==> src/rtl/positional_list_engine_macros.svh <==
// Assertion macros for the positional list engine
`ifndef POSITIONAL_LIST_ENGINE_MACROS_SVH
`define POSITIONAL_LIST_ENGINE_MACROS_SVH

// Check that a condition implies another in the same cycle
`define PLE_ASSERT_NOW(label, clk, rst, ante, cons) \
   label: assert property (@(posedge clk) disable iff (rst) (ante) |-> (cons)) \
      else $error("positional list engine check failed");

// Check that a condition implies another in the next cycle
`define PLE_ASSERT_NEXT(label, clk, rst, ante, cons) \
   label: assert property (@(posedge clk) disable iff (rst) (ante) |=> (cons)) \
      else $error("positional list engine check failed");

`endif

==> src/rtl/ple_pkg.sv <==
// Shared types, codes and sizes of the positional list engine
`timescale 1ns / 1ps
package ple_pkg;

   localparam int CAPACITY   = 64;
   localparam int VALUE_BITS = 8;
   localparam int ADDR_BITS  = $clog2(CAPACITY);
   localparam int LEN_BITS   = $clog2(CAPACITY + 1);

   // Command codes
   localparam logic [3:0] CMD_INS_HEAD = 4'd0;
   localparam logic [3:0] CMD_INS_TAIL = 4'd1;
   localparam logic [3:0] CMD_INS_AT   = 4'd2;
   localparam logic [3:0] CMD_DEL_HEAD = 4'd3;
   localparam logic [3:0] CMD_DEL_TAIL = 4'd4;
   localparam logic [3:0] CMD_DEL_AT   = 4'd5;
   localparam logic [3:0] CMD_UPD_AT   = 4'd6;
   localparam logic [3:0] CMD_FIND     = 4'd7;
   localparam logic [3:0] CMD_REPLACE  = 4'd8;
   localparam logic [3:0] CMD_REVERSE  = 4'd9;
   localparam logic [3:0] CMD_SORT     = 4'd10;
   localparam logic [3:0] CMD_READ     = 4'd11;

   // Status codes
   localparam logic [2:0] STS_OK       = 3'd0;
   localparam logic [2:0] STS_BADPOS   = 3'd1;
   localparam logic [2:0] STS_EMPTY    = 3'd2;
   localparam logic [2:0] STS_FULL     = 3'd3;
   localparam logic [2:0] STS_NOTFOUND = 3'd4;

   typedef struct packed {
      logic [3:0]            command;
      logic [6:0]            position;
      logic [VALUE_BITS-1:0] item_value;
      logic [VALUE_BITS-1:0] replacement_value;
   } req_type;

   typedef struct packed {
      logic [2:0]            status;
      logic [VALUE_BITS-1:0] read_value;
      logic [6:0]            found_position;
      logic [LEN_BITS-1:0]   length;
   } rsp_type;

   typedef struct packed {
      logic                  we;
      logic [ADDR_BITS-1:0]  waddr;
      logic [VALUE_BITS-1:0] wdata;
      logic [ADDR_BITS-1:0]  raddr;
   } mem_req_type;

endpackage

==> src/rtl/ple_mem.sv <==
// Entry store: one write port, one read port with registered read data
`timescale 1ns / 1ps
module ple_mem (
   input  logic                               clock,
   input  ple_pkg::mem_req_type               mem_req,
   output logic [ple_pkg::VALUE_BITS-1:0]     mem_rdata
);

   logic [ple_pkg::VALUE_BITS-1:0] store_ff [ple_pkg::CAPACITY];
   logic [ple_pkg::VALUE_BITS-1:0] rdata_ff;

   // Write and read the entries
   always_ff @(posedge clock) begin
      if (mem_req.we) begin
         store_ff[mem_req.waddr] <= mem_req.wdata;
      end
      rdata_ff <= store_ff[mem_req.raddr];
   end

   assign mem_rdata = rdata_ff;

endmodule

==> src/rtl/ple_seq.sv <==
// Command sequencer: walks the entry store one access at a time
`timescale 1ns / 1ps
module ple_seq (
   input  logic                           clock,
   input  logic                           reset,
   input  logic                           req_valid,
   output logic                           req_ready,
   input  ple_pkg::req_type               req_data,
   input  logic                           slot_free,
   output logic                           done,
   output ple_pkg::rsp_type               result,
   output ple_pkg::mem_req_type           mem_req,
   input  logic [ple_pkg::VALUE_BITS-1:0] mem_rdata
);

   localparam int LB = ple_pkg::LEN_BITS;
   localparam int VB = ple_pkg::VALUE_BITS;
   localparam int AB = ple_pkg::ADDR_BITS;
   localparam logic [LB-1:0] CAP = LB'(ple_pkg::CAPACITY);
   localparam logic [LB-1:0] ONE = LB'(1);
   localparam logic [LB-1:0] TWO = LB'(2);

   typedef enum logic [4:0] {
      S_IDLE, S_INS_CHK, S_INS_WR, S_DEL_CHK, S_DEL_WR, S_UPD, S_RD_ISSUE, S_RD_GET,
      S_FIND_RD, S_FIND_CHK, S_REV_RA, S_REV_RB, S_REV_WA, S_REV_WB,
      S_SRT_RI, S_SRT_RJ, S_SRT_CMP, S_SRT_WI, S_SRT_WM, S_DONE
   } state_type;

   state_type       state_ff, state_in;
   logic [3:0]      cmd_ff, cmd_in;
   logic [VB-1:0]   val_ff, val_in;
   logic [VB-1:0]   rep_ff, rep_in;
   logic [LB-1:0]   idx_ff, idx_in;
   logic [LB-1:0]   ptr_ff, ptr_in;
   logic [LB-1:0]   jp_ff, jp_in;
   logic [LB-1:0]   midx_ff, midx_in;
   logic [VB-1:0]   hold_ff, hold_in;
   logic [VB-1:0]   min_ff, min_in;
   logic [LB-1:0]   count_ff, count_in;
   logic [2:0]      status_ff, status_in;
   logic [VB-1:0]   rd_ff, rd_in;
   logic [6:0]      fp_ff, fp_in;
   logic [LB:0]     pos_wide;
   logic [LB:0]     cnt_wide;

   assign pos_wide = (LB+1)'(req_data.position);
   assign cnt_wide = {1'b0, count_ff};

   // Decode commands and step through the store
   always_comb begin
      state_in  = state_ff;
      cmd_in    = cmd_ff;
      val_in    = val_ff;
      rep_in    = rep_ff;
      idx_in    = idx_ff;
      ptr_in    = ptr_ff;
      jp_in     = jp_ff;
      midx_in   = midx_ff;
      hold_in   = hold_ff;
      min_in    = min_ff;
      count_in  = count_ff;
      status_in = status_ff;
      rd_in     = rd_ff;
      fp_in     = fp_ff;
      mem_req   = '0;
      done      = 1'b0;
      req_ready = (state_ff == S_IDLE);

      unique case (state_ff)
         S_IDLE: begin
            if (req_valid) begin
               cmd_in    = req_data.command;
               val_in    = req_data.item_value;
               rep_in    = req_data.replacement_value;
               status_in = ple_pkg::STS_OK;
               rd_in     = '0;
               fp_in     = '0;
               ptr_in    = '0;
               state_in  = S_DONE;
               case (req_data.command)
                  ple_pkg::CMD_INS_HEAD, ple_pkg::CMD_INS_TAIL, ple_pkg::CMD_INS_AT: begin
                     ptr_in = count_ff;
                     if (count_ff == CAP) begin
                        status_in = ple_pkg::STS_FULL;
                     end else if (req_data.command == ple_pkg::CMD_INS_HEAD) begin
                        idx_in   = '0;
                        state_in = S_INS_CHK;
                     end else if (req_data.command == ple_pkg::CMD_INS_TAIL) begin
                        idx_in   = count_ff;
                        state_in = S_INS_CHK;
                     end else if (pos_wide == '0 || pos_wide > cnt_wide + 1'b1) begin
                        status_in = ple_pkg::STS_BADPOS;
                     end else begin
                        idx_in   = LB'(pos_wide - 1'b1);
                        state_in = S_INS_CHK;
                     end
                  end
                  ple_pkg::CMD_DEL_HEAD, ple_pkg::CMD_DEL_TAIL: begin
                     if (count_ff == '0) begin
                        status_in = ple_pkg::STS_EMPTY;
                     end else begin
                        ptr_in   = (req_data.command == ple_pkg::CMD_DEL_HEAD) ?
                                   '0 : count_ff - ONE;
                        state_in = S_DEL_CHK;
                     end
                  end
                  ple_pkg::CMD_DEL_AT, ple_pkg::CMD_UPD_AT, ple_pkg::CMD_READ: begin
                     if (count_ff == '0) begin
                        status_in = ple_pkg::STS_EMPTY;
                     end else if (pos_wide == '0 || pos_wide > cnt_wide) begin
                        status_in = ple_pkg::STS_BADPOS;
                     end else begin
                        ptr_in = LB'(pos_wide - 1'b1);
                        if (req_data.command == ple_pkg::CMD_DEL_AT) begin
                           state_in = S_DEL_CHK;
                        end else if (req_data.command == ple_pkg::CMD_UPD_AT) begin
                           state_in = S_UPD;
                        end else begin
                           state_in = S_RD_ISSUE;
                        end
                     end
                  end
                  ple_pkg::CMD_FIND, ple_pkg::CMD_REPLACE: begin
                     if (count_ff == '0) begin
                        status_in = ple_pkg::STS_EMPTY;
                     end else begin
                        state_in = S_FIND_RD;
                     end
                  end
                  ple_pkg::CMD_REVERSE: begin
                     if (count_ff >= TWO) begin
                        jp_in    = count_ff - ONE;
                        state_in = S_REV_RA;
                     end
                  end
                  ple_pkg::CMD_SORT: begin
                     if (count_ff >= TWO) begin
                        state_in = S_SRT_RI;
                     end
                  end
                  default: begin
                     state_in = S_DONE;
                  end
               endcase
            end
         end
         // Shift entries up by one, then place the new value
         S_INS_CHK: begin
            if (ptr_ff > idx_ff) begin
               mem_req.raddr = AB'(ptr_ff - ONE);
               state_in      = S_INS_WR;
            end else begin
               mem_req.we    = 1'b1;
               mem_req.waddr = AB'(idx_ff);
               mem_req.wdata = val_ff;
               count_in      = count_ff + ONE;
               state_in      = S_DONE;
            end
         end
         S_INS_WR: begin
            mem_req.we    = 1'b1;
            mem_req.waddr = AB'(ptr_ff);
            mem_req.wdata = mem_rdata;
            ptr_in        = ptr_ff - ONE;
            state_in      = S_INS_CHK;
         end
         // Shift later entries down by one
         S_DEL_CHK: begin
            if (ptr_ff + ONE < count_ff) begin
               mem_req.raddr = AB'(ptr_ff + ONE);
               state_in      = S_DEL_WR;
            end else begin
               count_in = count_ff - ONE;
               state_in = S_DONE;
            end
         end
         S_DEL_WR: begin
            mem_req.we    = 1'b1;
            mem_req.waddr = AB'(ptr_ff);
            mem_req.wdata = mem_rdata;
            ptr_in        = ptr_ff + ONE;
            state_in      = S_DEL_CHK;
         end
         S_UPD: begin
            mem_req.we    = 1'b1;
            mem_req.waddr = AB'(ptr_ff);
            mem_req.wdata = val_ff;
            state_in      = S_DONE;
         end
         S_RD_ISSUE: begin
            mem_req.raddr = AB'(ptr_ff);
            state_in      = S_RD_GET;
         end
         S_RD_GET: begin
            rd_in    = mem_rdata;
            state_in = S_DONE;
         end
         // Scan for the first match; replace also overwrites it
         S_FIND_RD: begin
            mem_req.raddr = AB'(ptr_ff);
            state_in      = S_FIND_CHK;
         end
         S_FIND_CHK: begin
            if (mem_rdata == val_ff) begin
               fp_in = 7'(ptr_ff + ONE);
               if (cmd_ff == ple_pkg::CMD_REPLACE) begin
                  mem_req.we    = 1'b1;
                  mem_req.waddr = AB'(ptr_ff);
                  mem_req.wdata = rep_ff;
               end
               state_in = S_DONE;
            end else if (ptr_ff + ONE == count_ff) begin
               status_in = ple_pkg::STS_NOTFOUND;
               state_in  = S_DONE;
            end else begin
               ptr_in   = ptr_ff + ONE;
               state_in = S_FIND_RD;
            end
         end
         // Swap the outer pair and move inward
         S_REV_RA: begin
            mem_req.raddr = AB'(ptr_ff);
            state_in      = S_REV_RB;
         end
         S_REV_RB: begin
            mem_req.raddr = AB'(jp_ff);
            hold_in       = mem_rdata;
            state_in      = S_REV_WA;
         end
         S_REV_WA: begin
            mem_req.we    = 1'b1;
            mem_req.waddr = AB'(ptr_ff);
            mem_req.wdata = mem_rdata;
            state_in      = S_REV_WB;
         end
         S_REV_WB: begin
            mem_req.we    = 1'b1;
            mem_req.waddr = AB'(jp_ff);
            mem_req.wdata = hold_ff;
            ptr_in        = ptr_ff + ONE;
            jp_in         = jp_ff - ONE;
            state_in      = (ptr_ff + TWO < jp_ff) ? S_REV_RA : S_DONE;
         end
         // Selection sort: find the minimum of the tail, swap it forward
         S_SRT_RI: begin
            mem_req.raddr = AB'(ptr_ff);
            jp_in         = ptr_ff + ONE;
            state_in      = S_SRT_RJ;
         end
         S_SRT_RJ: begin
            mem_req.raddr = AB'(jp_ff);
            hold_in       = mem_rdata;
            min_in        = mem_rdata;
            midx_in       = ptr_ff;
            state_in      = S_SRT_CMP;
         end
         S_SRT_CMP: begin
            if (min_ff > mem_rdata) begin
               min_in  = mem_rdata;
               midx_in = jp_ff;
            end
            if (jp_ff + ONE < count_ff) begin
               mem_req.raddr = AB'(jp_ff + ONE);
               jp_in         = jp_ff + ONE;
            end else begin
               state_in = S_SRT_WI;
            end
         end
         S_SRT_WI: begin
            if (midx_ff != ptr_ff) begin
               mem_req.we    = 1'b1;
               mem_req.waddr = AB'(ptr_ff);
               mem_req.wdata = min_ff;
               state_in      = S_SRT_WM;
            end else begin
               ptr_in   = ptr_ff + ONE;
               state_in = (ptr_ff + TWO < count_ff) ? S_SRT_RI : S_DONE;
            end
         end
         S_SRT_WM: begin
            mem_req.we    = 1'b1;
            mem_req.waddr = AB'(midx_ff);
            mem_req.wdata = hold_ff;
            ptr_in        = ptr_ff + ONE;
            state_in      = (ptr_ff + TWO < count_ff) ? S_SRT_RI : S_DONE;
         end
         // Hand the result over once the output slot is free
         S_DONE: begin
            if (slot_free) begin
               done     = 1'b1;
               state_in = S_IDLE;
            end
         end
         default: begin
            state_in = S_IDLE;
         end
      endcase
   end

   assign result.status         = status_ff;
   assign result.read_value     = rd_ff;
   assign result.found_position = fp_ff;
   assign result.length         = count_ff;

   // Hold state and working registers
   always_ff @(posedge clock) begin
      if (reset) begin
         state_ff <= S_IDLE;
         count_ff <= '0;
      end else begin
         state_ff <= state_in;
         count_ff <= count_in;
      end
      cmd_ff    <= cmd_in;
      val_ff    <= val_in;
      rep_ff    <= rep_in;
      idx_ff    <= idx_in;
      ptr_ff    <= ptr_in;
      jp_ff     <= jp_in;
      midx_ff   <= midx_in;
      hold_ff   <= hold_in;
      min_ff    <= min_in;
      status_ff <= status_in;
      rd_ff     <= rd_in;
      fp_ff     <= fp_in;
   end

endmodule

==> src/rtl/positional_list_engine.sv <==
// Top level of the positional list engine: sequencer, entry store, output register
//
// A bounded ordered list of up to 64 byte values, one command per request.
// Request channel req_valid/req_ready/req_data carries command, position,
// item value and replacement value; each request returns exactly one result
// on rsp_valid/rsp_ready/rsp_data: status, read value, found position, length.
// All entries sit in one single-port-write memory with registered read data;
// the sequencer touches one entry per access, so find/replace, insert/delete,
// reverse and sort take longer the more entries they scan, move or swap.
// The result is latched in an output register; the next request is taken
// while that result waits, and a stalled receiver only holds back the
// following result. Reset empties the list (length zero) at once.
`timescale 1ns / 1ps
`include "positional_list_engine_macros.svh"
module positional_list_engine (
   input  logic             clock,
   input  logic             reset,
   input  logic             req_valid,
   output logic             req_ready,
   input  ple_pkg::req_type req_data,
   output logic             rsp_valid,
   input  logic             rsp_ready,
   output ple_pkg::rsp_type rsp_data
);

   ple_pkg::mem_req_type           mem_req;
   logic [ple_pkg::VALUE_BITS-1:0] mem_rdata;
   ple_pkg::rsp_type               result;
   logic                           done;
   logic                           slot_free;
   logic                           rsp_valid_ff, rsp_valid_in;
   ple_pkg::rsp_type               rsp_data_ff, rsp_data_in;

   ple_seq u_seq (
      .clock     (clock),
      .reset     (reset),
      .req_valid (req_valid),
      .req_ready (req_ready),
      .req_data  (req_data),
      .slot_free (slot_free),
      .done      (done),
      .result    (result),
      .mem_req   (mem_req),
      .mem_rdata (mem_rdata)
   );

   ple_mem u_mem (
      .clock     (clock),
      .mem_req   (mem_req),
      .mem_rdata (mem_rdata)
   );

   // Load a new result when the slot is empty or being drained
   assign slot_free    = !rsp_valid_ff || rsp_ready;
   assign rsp_valid_in = done ? 1'b1 : (rsp_valid_ff && !rsp_ready);
   assign rsp_data_in  = done ? result : rsp_data_ff;

   always_ff @(posedge clock) begin
      if (reset) begin
         rsp_valid_ff <= 1'b0;
      end else begin
         rsp_valid_ff <= rsp_valid_in;
      end
      rsp_data_ff <= rsp_data_in;
   end

   assign rsp_valid = rsp_valid_ff;
   assign rsp_data  = rsp_data_ff;

   `PLE_ASSERT_NOW(a_len_bound, clock, reset, rsp_valid, rsp_data.length <= 7'(ple_pkg::CAPACITY))
   `PLE_ASSERT_NOW(a_full_len, clock, reset, rsp_valid && rsp_data.status == ple_pkg::STS_FULL, rsp_data.length == 7'(ple_pkg::CAPACITY))
   `PLE_ASSERT_NOW(a_nf_pos, clock, reset, rsp_valid && rsp_data.status == ple_pkg::STS_NOTFOUND, rsp_data.found_position == 7'd0)
   `PLE_ASSERT_NEXT(a_busy, clock, reset, req_valid && req_ready, !req_ready)

endmodule

==> config.mk <==
export PLATFORM = sky130hd
export DESIGN_NAME = positional_list_engine
export DESIGN_NICKNAME = d
export VERILOG_FILES = /design/src/rtl/ple_pkg.sv /design/src/rtl/ple_mem.sv /design/src/rtl/ple_seq.sv /design/src/rtl/positional_list_engine.sv
export VERILOG_INCLUDE_DIRS = /design/src /design/src/rtl
export SDC_FILE = /design/constraint.sdc
export NUM_CORES = 1
export LEC_CHECK = 0
export BUFFER_PORTS_ARGS = -buffer_cell sky130_fd_sc_hd__buf_4
export CORE_MARGIN = 1.5
export CORE_UTILIZATION = 45
export CTS_BUF_LIST = sky130_fd_sc_hd__clkbuf_4 sky130_fd_sc_hd__clkbuf_8
export DETAILED_ROUTE_END_ITERATION = 7
export PLACE_DENSITY = 0.56
export SLEW_MARGIN = 0
export SYNTH_ARGS = -nofsm -noshare
export SYNTH_HDL_FRONTEND = slang
export SYNTH_SLANG_ARGS = --single-unit
==> constraint.sdc <==
create_clock -name clock -period 7.75 [get_ports clock]
set_input_delay 1.55 -clock clock [delete_from_list [all_inputs] [get_ports clock]]
set_output_delay 1.55 -clock clock [all_outputs]
set_load 0.01 [all_outputs]
# [Word level (Yosys, flattened, before mapping)]
# Memory sizes are Yosys's and may differ from the RTL's. A register that Yosys moved wholly into a read port is not among the register bits.
# Index checks and enable logic that the tools add are counted.
[classes] order_cmp=9 addsub=9 n_mux=79 n_reduce_logical=36 eq_ne=50 n_bitwise=1
[ops] op="2-to-1 mux 7 bit" n=19
[ops] op="2-to-1 mux 5 bit" n=21
[ops] op="case mux 15 bit (7 select lines)" n=1
[ops] op="case mux 5 bit (19 select lines)" n=1
[ops] op="2-to-1 mux 15 bit" n=4
[ops] op="case mux 7 bit (2 select lines)" n=3
[ops] op="== test 5 x 4 -> 1 bit (second input constant)" n=8
[ops] op="case mux 7 bit (5 select lines)" n=1
[ops] op="case mux 8 bit (2 select lines)" n=2
[ops] op="case mux 5 bit (6 select lines)" n=1
[ops] op="case mux 6 bit (5 select lines)" n=1
[ops] op="less-than comparator 7 bit" n=4
[ops] op="case mux 7 bit (4 select lines)" n=1
[ops] op="subtractor 7 x 1 -> 7 bit (second input constant)" n=4
[ops] op="adder 7 x 1 -> 7 bit (second input constant)" n=3
[ops] op="2-to-1 mux 3 bit" n=7
[ops] op="case mux 7 bit (3 select lines)" n=1
[ops] op="== test 4 bit (second input constant)" n=5
[ops] op="== test 5 x 3 -> 1 bit (second input constant)" n=4
[ops] op="== test 5 bit (second input constant)" n=4
[ops] op="2-to-1 mux 6 bit" n=3
[ops] op="== test 4 x 3 -> 1 bit (second input constant)" n=4
[ops] op="2-to-1 mux 8 bit" n=2
[ops] op="!= test 2 bit (second input constant)" n=8
[ops] op="38 further kinds" n=72
[word_totals] in_bits=31 elab_cells=204 output_inout_bits=27 mem_count=1 ram_bits=512 regBits=120
[memory_table] name="u_mem.store_ff" depth=64 width=8 read_ports=1 rd_clocked_by_memory_dff=1 wr=1 line_no="ple_mem.sv:9" text="logic [ple_pkg::VALUE_BITS-1:0] store_ff [ple_pkg::CAPACITY];"

# [Logic depth before layout (Yosys ltp)]
# Gate-level depths: netlist (run 1).
[depth] word_depth=10 ltp_mapped=22 mapped_depth_nobuf=16

# [Cells and area by module]
# A second synthesis (run 1) with hierarchy kept.
[unflattened] cells_unflattened=1846 area_unflattened_um2=28556.1
[by_module_without_submodules] module="ple_mem" n_inst=1 area_each_um2=20190.6 seq_area_each_um2=15534.9 cells_each=972
[by_module_without_submodules] module="ple_seq" n_inst=1 area_each_um2=7568.5 seq_area_each_um2=2702.6 cells_each=845
[by_module_without_submodules] module="positional_list_engine" n_inst=1 area_each_um2=797.0 seq_area_each_um2=770.7 cells_each=29

# [Least setup slack after synthesis (run 1)]
# Ideal clock, no wire load.
[synth_timing] path_type="flip-flop to flip-flop" startpoint="register u_seq.ptr_ff[3]" endpoint="register u_mem.rdata_ff (netlist bit u_mem.mem_rdata[0]) (read register of u_mem.store_ff)" path_buffers=6 required_ps=7658 arrival_time_ps=4094 path_stages_with_launch=22 setup_time_ps=92 period_less_slack_ps=4186 setup_slack_ps=3564 path_cell_list="edfxtp_1 -> clkbuf_1 -> buf_1 -> nand2_1 -> nor2_1 -> xnor2_1 -> inv_1 -> ha_1 -> nand4_1 -> a21oi_1 -> nor4_1 -> o21ai_1 -> and2_1 -> buf_6 -> buf_6 -> buf_6 -> buf_6 -> mux2i_1 -> mux2i_1 -> o22ai_1 -> or4_1 -> nor4_1"
[synth_between] elab_chain_len=4 elab_cells_between_ends=7 cone_classes="add/sub (2); order compare (2); mux (3)"
[synth_lines] element="start: declaration" line_no="ple_seq.sv:34" text="logic [LB-1:0] ptr_ff, ptr_in;"
[synth_lines] element="start signal: assignment" line_no="ple_seq.sv:318" text="ptr_ff <= ptr_in;"
[synth_lines] element="adder 7 x 1 -> 7 bit" line_no="ple_seq.sv:169" text="if (ptr_ff + ONE < count_ff) begin"
[synth_lines] element="less-than comparator 7 bit" line_no="ple_seq.sv:169"
[synth_lines] element="2-to-1 mux 6 bit" line_no="ple_seq.sv:169"
[synth_lines] element="case mux 6 bit (5 select lines) *" line_no="ple_seq.sv:69" text="unique case (state_ff)"
[synth_lines] element="end: declaration" line_no="ple_mem.sv:10" text="logic [ple_pkg::VALUE_BITS-1:0] rdata_ff;"
# Mark *: on every way between the ends. The rest lies on a longest branch, timed or not.
# A chain may end at the register's enable or synchronous reset.

# [Worst setup path after layout (run 1)]
[layout_timing] startpoint="register u_seq.ptr_ff[0]" endpoint="register u_mem.rdata_ff (netlist bit u_mem.mem_rdata[7]) (read register of u_mem.store_ff)"
# Same word-level chain as after synthesis.

==> run_results.csv, run 1 <==
group,metric,value,unit
die,core.rowCount,91,
route,drt_wl_total,80780,um
placed_design,gp_congestion,0.9276,
critical_path,cp.arrival,6.71,ns
route,drc,0,
timing,worstMarginPinSlew,1.336,ns
critical_path,crit_path_frequent_cell,"a21oi_1",
clock_tree,clkTransAtPathRegs,0.06,ns
global_routing,grt_pass1_vias,17860,
timing,worst_slack,1.635,ns
critical_path,critPathLaunchType,"register",
synthesis,yosysUniqueCellTypes,72,
synthesis,synth_seq_cells,640,
critical_path,worstPathRequired,8.34,ns
clock_tree,ctsResizeCount,0,
clock_tree,cts_buffers,105,
placed_design,dpl.hpwl,53160,um
synthesis,ys.flop_type,"edfxtp_1",
timing,rsz0062_at_grt,"no",
timing,slew_viol_final,0,
route,first_iter_violations,1846,
route,wl_per_cell,26.18,um
final_layout,nNetsFinal,2268,
synthesis,synth_edf_count,619,
final_layout,final_util,51.26,%
timing,hold_violations,0,
final_layout,area_growth,11.81,%
synthesis,synth_top_cell_by_area,"edfxtp_1",
critical_path,worst-path-buf-inv,3,
run_status,status,"finished, final reports clean",
final_layout,drive_gt1_share,14.87,%
timing,period_minus_slack,6.115,ns
critical_path,end_kind,"register",
power,ir_drop,0.1690,mV
synthesis,syn_avg_cell_area,13.71,um2
clock_tree,insertion_delay,0.72,ns
synthesis,synthCells,2075,
clock_tree,postCtsHoldBufs,0,
clock_tree,cts_setup_buffers,0,
synthesis,seq_area_frac_synth,66.82,%
clock_tree,clockRootBuffer,"clkbuf_8",
clock_tree,htreeDepth,3,
timing,setup_viol,0,
synthesis,synth_area,28450,um2
job,maxCapViolCount,0,
timing,whs,0.4167,ns
synthesis,async_reset_ff_share,0,%
die,start_util,45.84,%
timing,fin_setup_tns,0,ns
die,die_area,64730,um2
die,io_pins,58,
power,powerDensity,376.2,nW/um2
global_routing,grt_first_pass_wirelength,118500,um
critical_path,crit_family,"compound AO/OA/AOI/OAI gates",
clock_tree,numClockSinks,640,
critical_path,cp_slowest_cell,"o32ai_1",
timing,slew_headroom,10.67,%
final_layout,most-common-layout-cells,"edfxtp_1, nand2_1, nor2_1",
route,viasPerCell,5.878,
global_routing,antenna_found_initial,4,
critical_path,worstPathCellList,"ha_1, xnor2_1, inv_1, ha_1, a21oi_1, a21oi_1, nor4_1, mux2i_1, o211ai_1, buf_4, buf_4, a21oi_1, o32ai_1, nor4_1, and3_1",
synthesis,syn-num-nets,2173,
synthesis,synth_top_area_share,65.34,%
route,ant_nets,0,
timing,max_freq,163.5,MHz
placed_design,post-place-ws,1.737,ns
critical_path,critical_path_class,"register to register",
die,die_w,254.4,um
route,drt_pass1_iterations,6,
die,die_y,254.4,um
die,core_area,62050,um2
final_layout,layout_commonest_cell,"edfxtp_1",
clock_tree,cts_buffer_depth,3,
placed_design,post_dp_cell_area,29720,um2
synthesis,ys.warnings.count,0,
timing,finalCritPeriodShare,78.91,%
critical_path,max_stage_delay,1.08,ns
global_routing,track_usage,25.31,%
route,dr_total_vias,18140,
final_layout,design_area,31810,um2
clock_tree,cts_tree,"yes",
global_routing,grt-ovfl-total,0,
power,p_leak,11.15,nW
critical_path,crit_fanout,41,
timing,clock_skew,0.02957,ns
final_layout,fillCellCount,5324,
synthesis,yosys-top-cells-area,"edfxtp_1, mux4_2, nand2_1, ha_1, mux2i_1",
worst_hold_path,hold_class,"register to register",
placed_design,port_buffers,57,
global_routing,grt_max_degree,118,
==> layout make-up <==
cell class / count / area (um2) / share of cell area (%)
inverters: 51 / 191.4 / 0.6019
diodes: 3 / 7.507 / 0.02360
multi-input cells: 1284 / 8803 / 27.68
repair buffers: 88 / 673.1 / 2.116
clock buffers: 134 / 1688 / 5.307
flip-flops and latches: 640 / 19010 / 59.76
clock inverters: 49 / 387.9 / 1.219
well taps: 837 / 1047 / 3.293
==> state kept, by name (all words and copies together) (netlist names), 8 cells and up <==
register         flops
u_mem.mem_rdata      8
u_seq.hold_ff        8
u_seq.rd_ff          8
rsp_data            25
u_seq.rep_ff         8
u_mem.store_ff     512
u_seq.val_ff         8
u_seq.min_ff         8
==> synth_stat cells, types with 9 or more instances <==
cell type and n:
nand2_1 266, nor2b_1 13, buf_2 30, ha_1 67, xor2_1 15, mux4_2 58
a311o_1 9, buf_6 11, nor4_1 15, xnor2_1 44, nand2b_1 25, nand3_1 55
dfxtp_1 21, a21oi_1 125, o21ai_0 63, edfxtp_1 619, and3_1 24, nand4_1 19
or3_1 17, inv_1 50, buf_1 11, a222oi_1 9, a221o_1 10, clkbuf_1 44
a21o_1 12, nor3_1 45, a31oi_1 11, or4_1 11, mux2i_1 64, o22ai_1 38
nor2_1 158
==> metrics by stage <==
stage / instances / power (W)
after floorplan: 2075 / 0.007475
after global placement: 2900 / 0.009017
after detailed placement: 2900 / 0.009054
after CTS: 3083 / 0.01202
after global routing: 3085 / 0.01251
final: 3086 / 0.01196
==> report_power, final <==
group	switching [W]	internal (W)	leakage (nW)	total [W]
clock	0.00137	0.00159	1.08	0.00296
sequential	0.000312	0.00469	5.88	0.00500
combinational	0.00281	0.00119	4.19	0.00400
==> final timing paths <==
| path | start | endpoint | slack (ns) | cells after the start |
|---|---|---|---|---|
| max | u_seq.ptr_ff[0] | u_mem.mem_rdata[7] | 1.63 | 15 |
| min | u_seq.fp_ff[4] | rsp_data[11] | 0.42 | 0 |
| max reg2reg | u_seq.ptr_ff[0] | u_mem.mem_rdata[7] | 1.63 | 15 |
| min reg2reg | u_seq.fp_ff[4] | rsp_data[11] | 0.42 | 0 |
==> logic make-up (layout without fill, tap and decap cells) <==
kind of cell | Yosys count | after routing | share of synthesized area [%]
muxes | 123 | 123 | 6.883
DFF | 640 | 640 | 66.82
and+or+nand+nor | 669 | 669 | 10.76
adders and majority gates | 67 | 67 | 2.947
buffers and inverters | 151 | 322 | 2.467
AOI/OAI and AO/OA | 366 | 366 | 8.309
xor gates and xnor gates | 59 | 59 | 1.817
other | 0 | 3 | 0
==> worst reg2reg max path, delay by kind of cell, from the launching register on <==
family	cells	cell delay [ns]
fa+ha+maj	2	0.71
flops	1	0.67
xor+xnor	1	0.61
compound gates	5	1.72
mux	1	0.19
buf+inv	3	1.21
simple gates	3	0.89
==> metal layers <==
layer  GRT usage (%)  share of wire (%)  vias up
met5               0                  0        -
met3           6.522                8.5      149
met2           37.33                 44      744
met1           36.23                 44     9099
li1                -                  -     8146
met4           9.082                3.2        0
No activity file was read; power rests on OpenSTA's default activity.
==> run 2: changes to the inputs <==
--- a/config.mk
+++ b/config.mk
@@ -6,12 +6,13 @@
 export SDC_FILE = /design/constraint.sdc
 export NUM_CORES = 1
 export LEC_CHECK = 0
+export ABC_AREA = 1
 export BUFFER_PORTS_ARGS = -buffer_cell sky130_fd_sc_hd__buf_4
 export CORE_MARGIN = 1.5
 export CORE_UTILIZATION = 45
 export CTS_BUF_LIST = sky130_fd_sc_hd__clkbuf_4 sky130_fd_sc_hd__clkbuf_8
 export DETAILED_ROUTE_END_ITERATION = 7
-export PLACE_DENSITY = 0.56
+export PLACE_DENSITY = 0.59
 export SLEW_MARGIN = 0
 export SYNTH_ARGS = -nofsm -noshare
 export SYNTH_HDL_FRONTEND = slang
==> constraint.sdc (replaced) <==
create_clock -name clock -period 5.5 [get_ports clock]
set_input_delay 1.1 -clock clock [delete_from_list [all_inputs] [get_ports clock]]
set_output_delay 1.1 -clock clock [all_outputs]
set_load 0.01 [all_outputs]
==> run_results.csv, run 2 <==
group,metric,value,unit
timing,hold_violations,0,
clock_tree,insertion_delay,0.70,ns
global_routing,grt_first_pass_wirelength,132600,um
final_layout,nNetsFinal,3204,
final_layout,layout_commonest_cell,"edfxtp_1",
timing,slew_viol_final,0,
timing,whs,0.4228,ns
job,maxCapViolCount,0,
synthesis,synth_area,30960,um2
final_layout,largest_register_ff_count,512,
critical_path,cp.arrival,5.68,ns
worst_hold_path,hold_class,"register to register",
final_layout,regMostFlops,"u_mem.store_ff",
worst_hold_path,hold_path.startpoint,"u_seq.rd_ff[2]",
synthesis,synth_seq_cells,640,
timing,clock_skew,0.03575,ns
global_routing,grt_max_degree,138,
synthesis,synth_top_cell_by_area,"edfxtp_1",
clock_tree,cts_buffers,102,
critical_path,worstPathRequired,6.08,ns
die,die_y,265.3,um
clock_tree,cts_buffer_depth,3,
synthesis,async_reset_ff_share,0,%
final_layout,drive_gt1_share,10.37,%
synthesis,synth.most_common_cell,"edfxtp_1",
placed_design,post-place-ws,0.4676,ns
route,drt_pass1_iterations,6,
critical_path,critical_path_class,"register to register",
power,finalPower,0.01846,W
synthesis,synth_commonest_cells,"edfxtp_1, nand3_1, nand2_1",
die,core_area,67630,um2
clock_tree,clockRootBuffer,"clkbuf_8",
clock_tree,cts_setup_buffers,0,
timing,finalCritPeriodShare,92.77,%
timing,worst_slack,0.3975,ns
timing,period_minus_slack,5.103,ns
placed_design,dpl.hpwl,54110,um
critical_path,worstReg2RegEnd,"u_mem.mem_rdata[5]",
die,die_w,265.3,um
global_routing,grt-ovfl-total,0,
critical_path,ff2ff_path_depth,22,
global_routing,track_usage,24.70,%
route,dr_total_vias,22780,
synthesis,seq_area_frac_synth,61.39,%
clock_tree,ctsResizeCount,0,
die,die_area,70380,um2
synthesis,yosys-top-cells-area,"edfxtp_1, nand3_1, nand2_1, inv_1, nand3b_1",
critical_path,r2r_start,"u_seq.ptr_ff[2]",
route,wl_per_cell,21.40,um
synthesis,ys.flop_type,"edfxtp_1",
power,p_leak,13.85,nW
clock_tree,numClockSinks,640,
timing,rsz0062_at_grt,"no",
timing,max_freq,196.0,MHz
clock_tree,clkTransAtPathRegs,0.06,ns
die,start_util,45.78,%
final_layout,area_growth,11.62,%
timing,setup_viol,0,
synthesis,synth_edf_count,619,
final_layout,fillCellCount,6008,
route,viasPerCell,5.602,
power,ir_drop,0.3449,mV
route,ant_nets,0,
timing,slew_headroom,20.21,%
clock_tree,postCtsHoldBufs,0,
critical_path,critPathLaunchType,"register",
synthesis,synthCells,3033,
critical_path,crit_fanout,74,
final_layout,final_util,51.10,%
die,io_pins,58,
synthesis,syn-num-nets,3131,
synthesis,ys.warnings.count,0,
clock_tree,htreeDepth,3,
critical_path,end_kind,"register",
synthesis,synth_top_area_share,60.04,%
placed_design,gp_congestion,0.9857,
final_layout,most-common-layout-cells,"edfxtp_1, nand3_1, nand2_1",
run_status,status,"finished, final reports clean",
die,core.rowCount,95,
placed_design,port_buffers,57,
power,powerDensity,534.2,nW/um2
synthesis,syn_avg_cell_area,10.21,um2
route,drt_wl_total,87000,um
worst_hold_path,whs_path_depth,0,
timing,worstMarginPinSlew,1.187,ns
global_routing,antenna_found_initial,3,
clock_tree,cts_tree,"yes",
synthesis,yosysUniqueCellTypes,50,
timing,fin_setup_tns,0,ns
route,first_iter_violations,2431,
critical_path,regToRegSetupSlack,0.40,ns
final_layout,top_regs,"u_mem.store_ff: 512 flops, rsp_data: 25 flops",
worst_hold_path,worstHoldEndpoint,"rsp_data[16]",
global_routing,grt_pass1_vias,22010,
route,drc,0,
run 2: cell count changes after synthesis, moves of 25 or more:
| cell | delta |
|---|---|
| mux4_2 | -58 |
| inv_1 | +400 |
| nand3_1 | +524 |
| nand2_1 | +227 |
| mux2i_1 | -64 |
| buf_2 | +67 |
| nand3b_1 | +172 |
| xnor2_1 | -37 |
| a21oi_1 | -67 |
| nand2b_1 | -25 |
run 2: layout make-up:
class / instances / area, um2 / share of cell area (%)
inverter: 466 / 1749 / 5.061
antenna: 1 / 2.502 / 0.007241
sequential: 640 / 19010 / 55.00
timing repair buffer: 114 / 1006 / 2.911
clock buffer: 144 / 1763 / 5.101
clock inverter: 46 / 337.8 / 0.9775
multi-input combinational: 1782 / 9600 / 27.78
tap: 873 / 1092 / 3.161
run 2: metrics by stage:
step / instance area, um2 / cells
final: 34560 / 4066
after global routing: 34560 / 4066
after CTS: 34560 / 4065
after detailed placement: 32460 / 3875
after global placement: 32460 / 3875
after floorplan: 30960 / 3033
run 2: logic make-up after synthesis:
kind of cell,Yosys count,synth area share [%]
compound gates,197,3.726
xor+xnor,39,1.103
fa+ha+maj,67,2.708
buf+inv,611,7.921
flops,640,61.39
simple gates,1479,23.15
run 2: worst max path at each step:
| stage | slack [ns] | from | endpoint | cells past startpoint |
|---|---|---|---|---|
| 2_1_floorplan | 0.46 | u_seq.ptr_ff[0] | u_mem.store_ff[0][1] | 10 |
| 3_3_place_gp | 0.45 | u_seq.ptr_ff[2] | u_mem.mem_rdata[5] | 22 |
| 3_5_place_dp | 0.47 | u_seq.ptr_ff[2] | u_mem.mem_rdata[5] | 22 |
| 4_1_cts | 0.45 | u_seq.ptr_ff[2] | u_mem.mem_rdata[5] | 22 |
| 5_1_grt | 0.02 | u_seq.ptr_ff[2] | u_mem.mem_rdata[5] | 22 |
| 6_report | 0.40 | u_seq.ptr_ff[2] | u_mem.mem_rdata[5] | 22 |
run 2: routing by layer:
layer  up-vias  share of wire, %  global-route usage [%]
met5         -             0.029                       0
met2      1050                46                   39.27
met3       182               7.7                   3.870
met4         4               3.0                   8.124
li1      10550                 -                       -
met1     10990                44                   34.69
run 2: power by group:
group	leakage [nW]	internal (W)	switching, W
combinational	6.88	0.00199	0.00525
clock	1.11	0.00230	0.00188
sequential	5.86	0.00668	0.000361
total	13.9	0.0110	0.00750
run 2: worst max-delay path: stages, from the launching register on:
cell	delay (ns)
edfxtp_1	0.64
ha_1	0.26
nand2_1	0.09
nor2_1	0.14
xor2_1	0.15
o21ai_0	0.61
inv_1	0.22
ha_1	0.33
nand2_1	0.10
a21oi_1	0.06
nor2_1	0.19
nand3_2	0.17
nand2_1	0.24
nand2_8	0.11
nand2_8	0.26
buf_12	0.33
nand2_1	0.12
nand3_1	0.09
nand3_1	0.11
nand3_1	0.14
nand3_1	0.15
nand3_1	0.31
nand2_1	0.08
